File: config.mk
export PLATFORM = sky130hd
export DESIGN_NAME = utf8_safe_truncating_copy
export DESIGN_NICKNAME = d
export VERILOG_FILES = /design/src/hw/rtl/u8tc_pkg.sv /design/src/hw/rtl/u8tc_front.sv /design/src/hw/rtl/u8tc_queue.sv /design/src/hw/rtl/u8tc_back.sv /design/src/hw/rtl/utf8_safe_truncating_copy.sv
export SDC_FILE = /design/constraint.sdc
export NUM_CORES = 1
export LEC_CHECK = 0
export BUFFER_PORTS_ARGS = -buffer_cell sky130_fd_sc_hd__buf_4
export CAP_MARGIN = 20
export CORE_MARGIN = 2
export CORE_UTILIZATION = 45
export CTS_CLUSTER_DIAMETER = 50
export CTS_CLUSTER_SIZE = 8
export DETAILED_ROUTE_END_ITERATION = 8
export PLACE_DENSITY = 0.66
export RECOVER_POWER = 25
export SYNTH_ARGS = -nofsm -noshare
export SYNTH_HDL_FRONTEND = slang
export SYNTH_HIERARCHICAL = 1
export SYNTH_SLANG_ARGS = --single-unit
export TNS_END_PERCENT = 100
File: constraint.sdc
create_clock -name i_clk -period 5.2 [get_ports i_clk]
set_input_delay 0.78 -clock i_clk [delete_from_list [all_inputs] [get_ports i_clk]]
set_output_delay 0.78 -clock i_clk [all_outputs]
set_load 0.03 [all_outputs]
File: src/hw/rtl/u8tc_pkg.sv
// ----------------------------------------------------------------------------
// u8tc_pkg
// Shared types, constants and helpers of the utf8 safe truncating copy block.
// ----------------------------------------------------------------------------
`timescale 1ns / 1ps
`default_nettype none

package u8tc_pkg;

    localparam int MAX_CAPACITY = 4096;
    localparam int CAP_W        = 13;
    localparam int POS_W        = 13;
    localparam int IDX_W        = 12;
    localparam int BYTE_W       = 8;
    localparam int RUN_MAX      = 4;
    localparam int HOLD_DEPTH   = 3;
    localparam int QDEPTH       = 4;
    localparam int QPTR_W       = $clog2(QDEPTH);

    localparam logic [CAP_W-1:0]  CAP_RESET  = CAP_W'(256);
    localparam logic [CAP_W-1:0]  CAP_MAX    = CAP_W'(MAX_CAPACITY);
    localparam logic [CAP_W-1:0]  CAP_MIN    = CAP_W'(1);

    localparam logic [BYTE_W-1:0] MASK_CONT  = 8'hc0;
    localparam logic [BYTE_W-1:0] CODE_CONT  = 8'h80;
    localparam logic [BYTE_W-1:0] MASK_LEAD2 = 8'he0;
    localparam logic [BYTE_W-1:0] CODE_LEAD2 = 8'hc0;
    localparam logic [BYTE_W-1:0] MASK_LEAD3 = 8'hf0;
    localparam logic [BYTE_W-1:0] CODE_LEAD3 = 8'he0;
    localparam logic [BYTE_W-1:0] MASK_LEAD4 = 8'hf8;
    localparam logic [BYTE_W-1:0] CODE_LEAD4 = 8'hf0;
    localparam logic [BYTE_W-1:0] NUL_BYTE   = 8'h00;

    // apb register addresses
    localparam logic [1:0] ADDR_CAPACITY = 2'd0;

    // one command from front to back: a run of bytes or the terminator
    typedef struct packed {
        logic [RUN_MAX-1:0][BYTE_W-1:0] bytes;
        logic [IDX_W-1:0]               base;
        logic [1:0]                     last_k;
        logic                           term;
    } t_cmd;

    // sequence length from the lead byte, zero when the byte cannot lead
    function automatic logic [2:0] lead_length(input logic [BYTE_W-1:0] b);
        logic [2:0] len;
        len = 3'd0;
        if (b[7] == 1'b0) begin
            len = 3'd1;
        end else if ((b & MASK_LEAD2) == CODE_LEAD2) begin
            len = 3'd2;
        end else if ((b & MASK_LEAD3) == CODE_LEAD3) begin
            len = 3'd3;
        end else if ((b & MASK_LEAD4) == CODE_LEAD4) begin
            len = 3'd4;
        end
        return len;
    endfunction

endpackage

`default_nettype wire

File: src/hw/rtl/u8tc_front.sv
// ----------------------------------------------------------------------------
// u8tc_front
// Accepts source bytes, tracks the utf8 sequence state and issues commands.
// ----------------------------------------------------------------------------
`timescale 1ns / 1ps
`default_nettype none

module u8tc_front (
    input  wire logic                         i_clk,
    input  wire logic                         i_rst_n,
    input  wire logic [u8tc_pkg::CAP_W-1:0]   i_capacity,
    input  wire logic                         i_accept,
    input  wire logic [u8tc_pkg::BYTE_W-1:0]  i_byte,
    output u8tc_pkg::t_cmd                    o_cmd,
    output logic                              o_push
);

    logic [u8tc_pkg::POS_W-1:0]  r_wp, n_wp;
    logic [2:0]                  r_seq, n_seq;
    logic [1:0]                  r_bh, n_bh;
    logic [u8tc_pkg::BYTE_W-1:0] r_held [u8tc_pkg::HOLD_DEPTH];
    logic                        r_stop, n_stop;
    logic                        hold_we;

    logic [u8tc_pkg::CAP_W-1:0]  cap;
    logic [2:0]                  len;
    logic                        is_nul;
    logic                        is_cont;
    logic                        no_room;
    logic                        in_seq;

    always_comb begin
        cap = i_capacity;
        if (i_capacity == '0) begin
            cap = u8tc_pkg::CAP_MIN;
        end else if (i_capacity > u8tc_pkg::CAP_MAX) begin
            cap = u8tc_pkg::CAP_MAX;
        end
    end

    assign len     = u8tc_pkg::lead_length(i_byte);
    assign is_nul  = (i_byte == u8tc_pkg::NUL_BYTE);
    assign is_cont = ((i_byte & u8tc_pkg::MASK_CONT) == u8tc_pkg::CODE_CONT);
    assign no_room = ({1'b0, r_wp} + {11'b0, len}) >= {1'b0, cap};
    assign in_seq  = (r_seq > 3'd1) && (r_bh != 2'd0);

    always_comb begin
        n_wp    = r_wp;
        n_seq   = r_seq;
        n_bh    = r_bh;
        n_stop  = r_stop;
        hold_we = 1'b0;
        o_push  = 1'b0;
        o_cmd   = '0;
        o_cmd.base = r_wp[u8tc_pkg::IDX_W-1:0];
        if (i_accept) begin
            if (r_stop) begin
                if (is_nul) begin
                    n_wp   = '0;
                    n_seq  = '0;
                    n_bh   = '0;
                    n_stop = 1'b0;
                end
            end else if (in_seq && (is_nul || !is_cont)) begin
                // broken sequence
                o_push   = 1'b1;
                o_cmd.term = 1'b1;
                n_seq    = '0;
                n_bh     = '0;
                if (is_nul) begin
                    n_wp   = '0;
                end else begin
                    n_stop = 1'b1;
                end
            end else if (in_seq && ({1'b0, r_bh} + 3'd1 < r_seq)) begin
                hold_we = 1'b1;
                n_bh    = r_bh + 2'd1;
            end else if (in_seq) begin
                // sequence complete
                o_push = 1'b1;
                for (int k = 0; k < u8tc_pkg::RUN_MAX; k++) begin
                    if (k < u8tc_pkg::HOLD_DEPTH && 2'(k) < r_bh) begin
                        o_cmd.bytes[k] = r_held[k];
                    end else begin
                        o_cmd.bytes[k] = i_byte;
                    end
                end
                o_cmd.last_k = r_bh;
                n_wp  = r_wp + {11'b0, r_bh} + 13'd1;
                n_seq = '0;
                n_bh  = '0;
            end else begin
                n_seq = '0;
                n_bh  = '0;
                if (is_nul || len == 3'd0 || no_room) begin
                    o_push     = 1'b1;
                    o_cmd.term = 1'b1;
                    if (is_nul) begin
                        n_wp = '0;
                    end else begin
                        n_stop = 1'b1;
                    end
                end else if (len == 3'd1) begin
                    o_push         = 1'b1;
                    o_cmd.bytes[0] = i_byte;
                    n_wp           = r_wp + 13'd1;
                end else begin
                    hold_we = 1'b1;
                    n_bh    = 2'd1;
                    n_seq   = len;
                end
            end
        end
    end

    always_ff @(posedge i_clk) begin
        if (!i_rst_n) begin
            r_wp   <= '0;
            r_seq  <= '0;
            r_bh   <= '0;
            r_stop <= 1'b0;
        end else begin
            r_wp   <= n_wp;
            r_seq  <= n_seq;
            r_bh   <= n_bh;
            r_stop <= n_stop;
        end
    end

    // in_seq false means a new lead byte lands in slot zero
    always_ff @(posedge i_clk) begin
        if (hold_we) begin
            if (in_seq) begin
                r_held[r_bh] <= i_byte;
            end else begin
                r_held[0] <= i_byte;
            end
        end
    end

endmodule

`default_nettype wire

File: src/hw/rtl/u8tc_queue.sv
// ----------------------------------------------------------------------------
// u8tc_queue
// Small command queue between the front and the back.
// ----------------------------------------------------------------------------
`timescale 1ns / 1ps
`default_nettype none

module u8tc_queue (
    input  wire logic           i_clk,
    input  wire logic           i_rst_n,
    input  wire logic           i_push,
    input  wire u8tc_pkg::t_cmd i_cmd,
    input  wire logic           i_pop,
    output u8tc_pkg::t_cmd      o_head,
    output logic                o_empty,
    output logic                o_full
);

    u8tc_pkg::t_cmd               r_mem [u8tc_pkg::QDEPTH];
    logic [u8tc_pkg::QPTR_W-1:0]  r_wr, r_rd;
    logic [u8tc_pkg::QPTR_W:0]    r_count;

    assign o_empty = (r_count == '0);
    assign o_full  = (r_count == (u8tc_pkg::QPTR_W+1)'(u8tc_pkg::QDEPTH));
    assign o_head  = r_mem[r_rd];

    always_ff @(posedge i_clk) begin
        if (!i_rst_n) begin
            r_wr    <= '0;
            r_rd    <= '0;
            r_count <= '0;
        end else begin
            if (i_push) begin
                r_wr <= r_wr + 1'b1;
            end
            if (i_pop) begin
                r_rd <= r_rd + 1'b1;
            end
            if (i_push && !i_pop) begin
                r_count <= r_count + 1'b1;
            end else if (!i_push && i_pop) begin
                r_count <= r_count - 1'b1;
            end
        end
    end

    always_ff @(posedge i_clk) begin
        if (i_push) begin
            r_mem[r_wr] <= i_cmd;
        end
    end

endmodule

`default_nettype wire

File: src/hw/rtl/u8tc_back.sv
// ----------------------------------------------------------------------------
// u8tc_back
// Unpacks queued commands into result beats behind an output register.
// ----------------------------------------------------------------------------
`timescale 1ns / 1ps
`default_nettype none

module u8tc_back (
    input  wire logic                         i_clk,
    input  wire logic                         i_rst_n,
    input  wire u8tc_pkg::t_cmd               i_head,
    input  wire logic                         i_empty,
    output logic                              o_pop,
    output logic                              o_valid,
    input  wire logic                         i_stall,
    output logic [u8tc_pkg::BYTE_W-1:0]       o_out_byte,
    output logic [u8tc_pkg::IDX_W-1:0]        o_out_index,
    output logic                              o_string_done,
    output logic                              o_run_last
);

    logic       r_valid;
    logic [1:0] r_k;
    logic       load;
    logic       at_last;

    logic [u8tc_pkg::BYTE_W-1:0] r_byte;
    logic [u8tc_pkg::IDX_W-1:0]  r_index;
    logic                        r_done;
    logic                        r_last;

    assign load    = !i_empty && (!r_valid || !i_stall);
    assign at_last = (r_k == i_head.last_k);
    assign o_pop   = load && at_last;

    always_ff @(posedge i_clk) begin
        if (!i_rst_n) begin
            r_valid <= 1'b0;
            r_k     <= '0;
        end else begin
            if (load) begin
                r_valid <= 1'b1;
                r_k     <= at_last ? 2'd0 : r_k + 2'd1;
            end else if (!i_stall) begin
                r_valid <= 1'b0;
            end
        end
    end

    always_ff @(posedge i_clk) begin
        if (load) begin
            r_byte  <= i_head.bytes[r_k];
            r_index <= i_head.base + {10'b0, r_k};
            r_done  <= i_head.term;
            r_last  <= at_last;
        end
    end

    assign o_valid       = r_valid;
    assign o_out_byte    = r_byte;
    assign o_out_index   = r_index;
    assign o_string_done = r_done;
    assign o_run_last    = r_last;

endmodule

`default_nettype wire

File: src/hw/rtl/utf8_safe_truncating_copy.sv
// ----------------------------------------------------------------------------
// utf8_safe_truncating_copy
// Copies a nul-terminated byte string, keeping only whole utf8 sequences.
// ----------------------------------------------------------------------------
// channel   direction  valid    stall    beat
// input     in         i_valid  o_stall  i_in_byte
// output    out        o_valid  i_stall  o_out_byte, o_out_index,
//                                        o_string_done, o_run_last
// config    apb        psel/penable/pwrite, paddr, pwdata, prdata, pready
//
// one input byte per cycle while o_stall is low; results leave at one beat per cycle while i_stall is low
// a run of n bytes leaves as n beats; each passes through a queue entry and then the output register
// a four-entry command queue absorbs runs; o_stall is high while it is full
// reset clears the string state and sets the capacity to 256
// ----------------------------------------------------------------------------
`timescale 1ns / 1ps
`default_nettype none

module utf8_safe_truncating_copy (
    input  wire logic                         i_clk,
    input  wire logic                         i_rst_n,
    input  wire logic                         psel,
    input  wire logic                         penable,
    input  wire logic                         pwrite,
    input  wire logic [1:0]                   paddr,
    input  wire logic [31:0]                  pwdata,
    output logic [31:0]                       prdata,
    output logic                              pready,
    input  wire logic                         i_valid,
    output logic                              o_stall,
    input  wire logic [u8tc_pkg::BYTE_W-1:0]  i_in_byte,
    output logic                              o_valid,
    input  wire logic                         i_stall,
    output logic [u8tc_pkg::BYTE_W-1:0]       o_out_byte,
    output logic [u8tc_pkg::IDX_W-1:0]        o_out_index,
    output logic                              o_string_done,
    output logic                              o_run_last
);

    logic [u8tc_pkg::CAP_W-1:0] r_cap;
    logic                       accept;
    logic                       push;
    logic                       pop;
    logic                       q_empty;
    logic                       q_full;
    u8tc_pkg::t_cmd             cmd;
    u8tc_pkg::t_cmd             head;

    assign pready = 1'b1;
    assign prdata = (paddr == u8tc_pkg::ADDR_CAPACITY) ? {19'b0, r_cap} : 32'b0;

    always_ff @(posedge i_clk) begin
        if (!i_rst_n) begin
            r_cap <= u8tc_pkg::CAP_RESET;
        end else if (psel && penable && pwrite && pready &&
                     paddr == u8tc_pkg::ADDR_CAPACITY) begin
            r_cap <= pwdata[u8tc_pkg::CAP_W-1:0];
        end
    end

    assign o_stall = q_full;
    assign accept  = i_valid && !q_full;

    u8tc_front u_front (
        .i_clk      (i_clk),
        .i_rst_n    (i_rst_n),
        .i_capacity (r_cap),
        .i_accept   (accept),
        .i_byte     (i_in_byte),
        .o_cmd      (cmd),
        .o_push     (push)
    );

    u8tc_queue u_queue (
        .i_clk   (i_clk),
        .i_rst_n (i_rst_n),
        .i_push  (push),
        .i_cmd   (cmd),
        .i_pop   (pop),
        .o_head  (head),
        .o_empty (q_empty),
        .o_full  (q_full)
    );

    u8tc_back u_back (
        .i_clk         (i_clk),
        .i_rst_n       (i_rst_n),
        .i_head        (head),
        .i_empty       (q_empty),
        .o_pop         (pop),
        .o_valid       (o_valid),
        .i_stall       (i_stall),
        .o_out_byte    (o_out_byte),
        .o_out_index   (o_out_index),
        .o_string_done (o_string_done),
        .o_run_last    (o_run_last)
    );

    a_no_push_when_full: assert property (@(posedge i_clk) disable iff (!i_rst_n)
        push |-> !q_full)
        else $error("command pushed into a full queue");

    a_done_is_zero: assert property (@(posedge i_clk) disable iff (!i_rst_n)
        (o_valid && o_string_done) |-> (o_out_byte == u8tc_pkg::NUL_BYTE && o_run_last))
        else $error("terminator beat is not a lone zero");

    a_pop_not_empty: assert property (@(posedge i_clk) disable iff (!i_rst_n)
        pop |-> !q_empty)
        else $error("pop from an empty queue");

    a_reset_idle: assert property (@(posedge i_clk)
        !i_rst_n |=> !o_valid)
        else $error("output beat right after reset");

endmodule

`default_nettype wire

==> flow_summary.toml <==
[clocking]
clk_pin_slew_worst_paths_ps = 40
ctsHtreeMaxLevel = 2
clock_tree.root_cell = "clkbuf_16"
cts_post_setup_buffers_inserted = 0
cts.sinks = 278
cts_tree = "yes"
worstSkewPairLatency_ps = 520
cts_hold_buf = 0
cts_buffers = 42
cts_repair_resize_count = 0
ctsLongestPathBuffers = 3

[synthesis]
yosysSeqAreaShare = 0.620
yosys_warnings = 6
synthesis.instances = 885
asyncSetResetFlopFracSynth = 0
synthesis.area_per_instance_sq_um = 14.4
synth_edf_count = 234
synth_ff_type = "edfxtp_1"
synth_cell_types = 65
synthesis.area_sq_um = 12800
synth-seq-cells = 278

[power]
vdd_ir_drop_max_mv = 0.248
power_frac_seq = 0.403
pwr-share-comb = 0.276
switchingPower_w = 0.00240
pwr_density_cell_nw_per_um2 = 530
p_int_w = 0.00547
power.static_leakage_nw = 5.27
sw_frac_of_total = 0.305
clock_power_share = 0.321

[sta]
fin_skew_ps = 16.6
max_freq_mhz = 212
finalSetupViolCount = 0
unrepaired_setup_endpoints_after_global_routing = "no"
worst_slew_pin_slew_ps = 2110
setup_total_negative_slack_ps = 0
slew_viol_final = 112
relSlewSlack = -0.406
period_needed_ps = 4720
layout_worst_path_cycle_share = 0.907
final_hold_violations = 0

[job]
max_cap_violations = 3

[critical_path]
reg2reg_from = "u_front/r_wp[5]"
required_ps = 5640
reg2regPathDepth = 17
critPathLaunchType = "input pin"
r2r_setup_slack_ps = 580
worst_setup_path_endpoint = "u_queue/r_count[2]"
worst_setup_path_startpoint = "i_in_byte[7]"
critical_path.reg2reg.endpoint = "u_queue/r_count[2]"
crit_path_capture_type = "register"
timing_worst_setup_path_type = "input pin to register"
critPathMaxFanout = 6
data_arrival_at_the_endpoint_of_the_critical_path_ps = 5160

[die]
core_sq_um = 27900
dieWidth_microns = 172
die_area_sq_um = 29700
starting_density = 0.458
total_number_of_placement_rows = 61
num_ports = 106
die_h_microns = 172

[layout]
post-route-cell-area_sq_um = 14900
final_nets = 1075
fill_cells = 2316
area.growth.synth_to_final_pct = 16.6
insertedDiodeCount = 0
drive_above_1_share = 0.203

[global_route]
first_pass_grt_wire_length_microns = 42000
grt_pass1_vias = 7571
initial_antenna_violation_count = 0
grt_start_max_net_pins = 52
globalRouteOverflowTotal = 0
groute.usage.overall = 0.185

[outcome]
violations = "capacitance limit, slew limit"
run_status = "complete, but fails checks"

[route]
vias = 7438
detailedRoute.firstPassIterationCount = 6
detail_route.wl_per_cell_microns = 19.0
final_wirelength_microns = 26400
detail_route.vias_per_cell = 5.34
drt-initial-drc-count = 538
drc = 0
final_antenna_net_count = 0

[place]
detailed_place.area_sq_um = 13800
buffer_ports.inserted = 66
place.gp.congestion = 0.884
dpl.hpwl_microns = 16900

[min_path]
min-delay-path-class = "register to register"
## how the worst min path moves through the flow
| stage | start | cells past startpoint | to |
|---|---|---|---|
| floorplan | u_front/r_seq[0] | 2 | u_front/r_seq[0] |
| global placement | u_front/r_seq[0] | 2 | u_front/r_seq[0] |
| detailed placement | u_front/r_seq[0] | 2 | u_front/r_seq[0] |
| CTS | u_front/r_seq[0] | 2 | u_front/r_seq[0] |
| global route | u_front/r_seq[0] | 2 | u_front/r_seq[0] |
| finish | u_front/r_seq[0] | 2 | u_front/r_seq[0] |
## power by group through the flow
stage               sequential, W  combinational (W)  clock, W
floorplan                 0.00327            0.00154         0
global placement          0.00320            0.00226         0
detailed placement        0.00322            0.00229         0
CTS                       0.00318            0.00230   0.00257
global route              0.00322            0.00238   0.00268
finish                    0.00317            0.00218   0.00253
## registers in the layout, indices dropped and copies added, names as in the netlist, 2 cells and up, named ones only
register and cells:
u_front/r_held 24, u_back/r_k 2, u_front/r_bh 2, u_queue/r_count 3
u_back/o_out_index 12, u_queue/r_wr 2, u_front/r_seq 3, r_cap 13
u_back/o_out_byte 8, u_queue/r_rd 2, u_queue/r_mem 188, u_front/r_wp 13
## stage by stage
| step | utilization | power [W] | hold WS [ps] | cells | worst slack [ps] |
|---|---|---|---|---|---|
| 4_1_cts | 0.539 | 0.00805 | 456 | 1394 | 391 |
| 5_1_grt | 0.533 | 0.00828 | 487 | 1394 | 7.37 |
| 3_3_place_gp | 0.494 | 0.00547 | 426 | 1325 | -81.7 |
| 3_5_place_dp | 0.494 | 0.00551 | 449 | 1325 | -125 |
| 6_report | 0.533 | 0.00787 | 453 | 1394 | 481 |
| 2_1_floorplan | - | 0.00481 | 411 | 903 | -12.6 |
## logic make-up (layout without fill, tap and decap cells)
group	count (synthesis)	in the layout	synth area share
xor+xnor	29	29	0.0199
simple gates	245	245	0.0959
mux	87	87	0.122
flops	278	278	0.620
compound gates	104	104	0.0557
other cells	3	21	0.000883
buf+inv	104	217	0.0485
fa+ha+maj	35	35	0.0367
## cells in the final DEF (no fill, tap or decap), types with 5 or more instances in the layout
master,Yosys,final
conb_1,3,21
nand4_1,7,7
o21ai_0,16,16
nor3_1,13,13
inv_1,30,30
dfxtp_1,44,43
clkbuf_1,17,60
nand3_1,18,18
a21o_1,6,6
nor2_1,47,46
ha_1,31,31
a31oi_1,5,5
nand2_1,84,84
mux2i_1,32,32
mux4_2,55,55
clkbuf_16,0,43
nor4_1,6,5
edfxtp_1,234,234
buf_12,4,5
a21oi_1,28,27
buf_4,35,72
and3_1,5,5
nand2b_1,6,6
a22o_1,9,9
and2_1,29,25
xor2_1,13,13
xnor2_1,16,16
nor2b_1,10,10
## routing by layer
metal | global-route usage | routed length [microns]
met1 | 0.254 | 11700
met2 | 0.312 | 12900
met3 | 0.0304 | 1410
met4 | 0.0435 | 393
met5 | 0 | 0
## layout make-up
| class | instances | area [sq um] | share of cell area |
|---|---|---|---|
| inverters | 31 | 116 | 0.00783 |
| clock buffers | 63 | 1150 | 0.0775 |
| flip-flops and latches | 278 | 7910 | 0.532 |
| multi-input cells | 521 | 4320 | 0.291 |
| repair buffers | 117 | 791 | 0.0532 |
| clock inverters | 6 | 101 | 0.00682 |
| well taps | 378 | 473 | 0.0318 |
## Yosys cell counts (all sizes together), types with 7 or more instances
cell type  count  area [sq um]
edfxtp       234          7030
nand2         84           315
buf           56           438
mux4          55          1240
nor2          48           183
dfxtp         44           881
mux2i         32           320
ha            31           388
and2          30           190
inv           30           113
a21oi         28           140
nand3         18          90.1
clkbuf        17          63.8
o21ai         17          88.8
xnor2         16           140
nor3          13          65.1
xor2          13           114
nor2b         10          62.6
a22o           9          78.8
nor4           9          75.1
nand4          8          65.1
and3           7          53.8
## critical path, stage by stage
cell      delay, ps
clkbuf_1        250
nand2_1         100
nor3_1          320
ha_1            330
nor2b_1         140
o21ai_0         230
buf_4           170
xnor2_1          70
ha_1            320
nand4_1          90
o221a_2         290
o31ai_2         310
nor2_1          110
a21o_1          210
nor2_2          170
ha_1            200
inv_1            50
fa_1            370
xor2_1          170
or3_1           300
a21boi_0        160
Note: power is estimated with default switching activity, not from simulation.
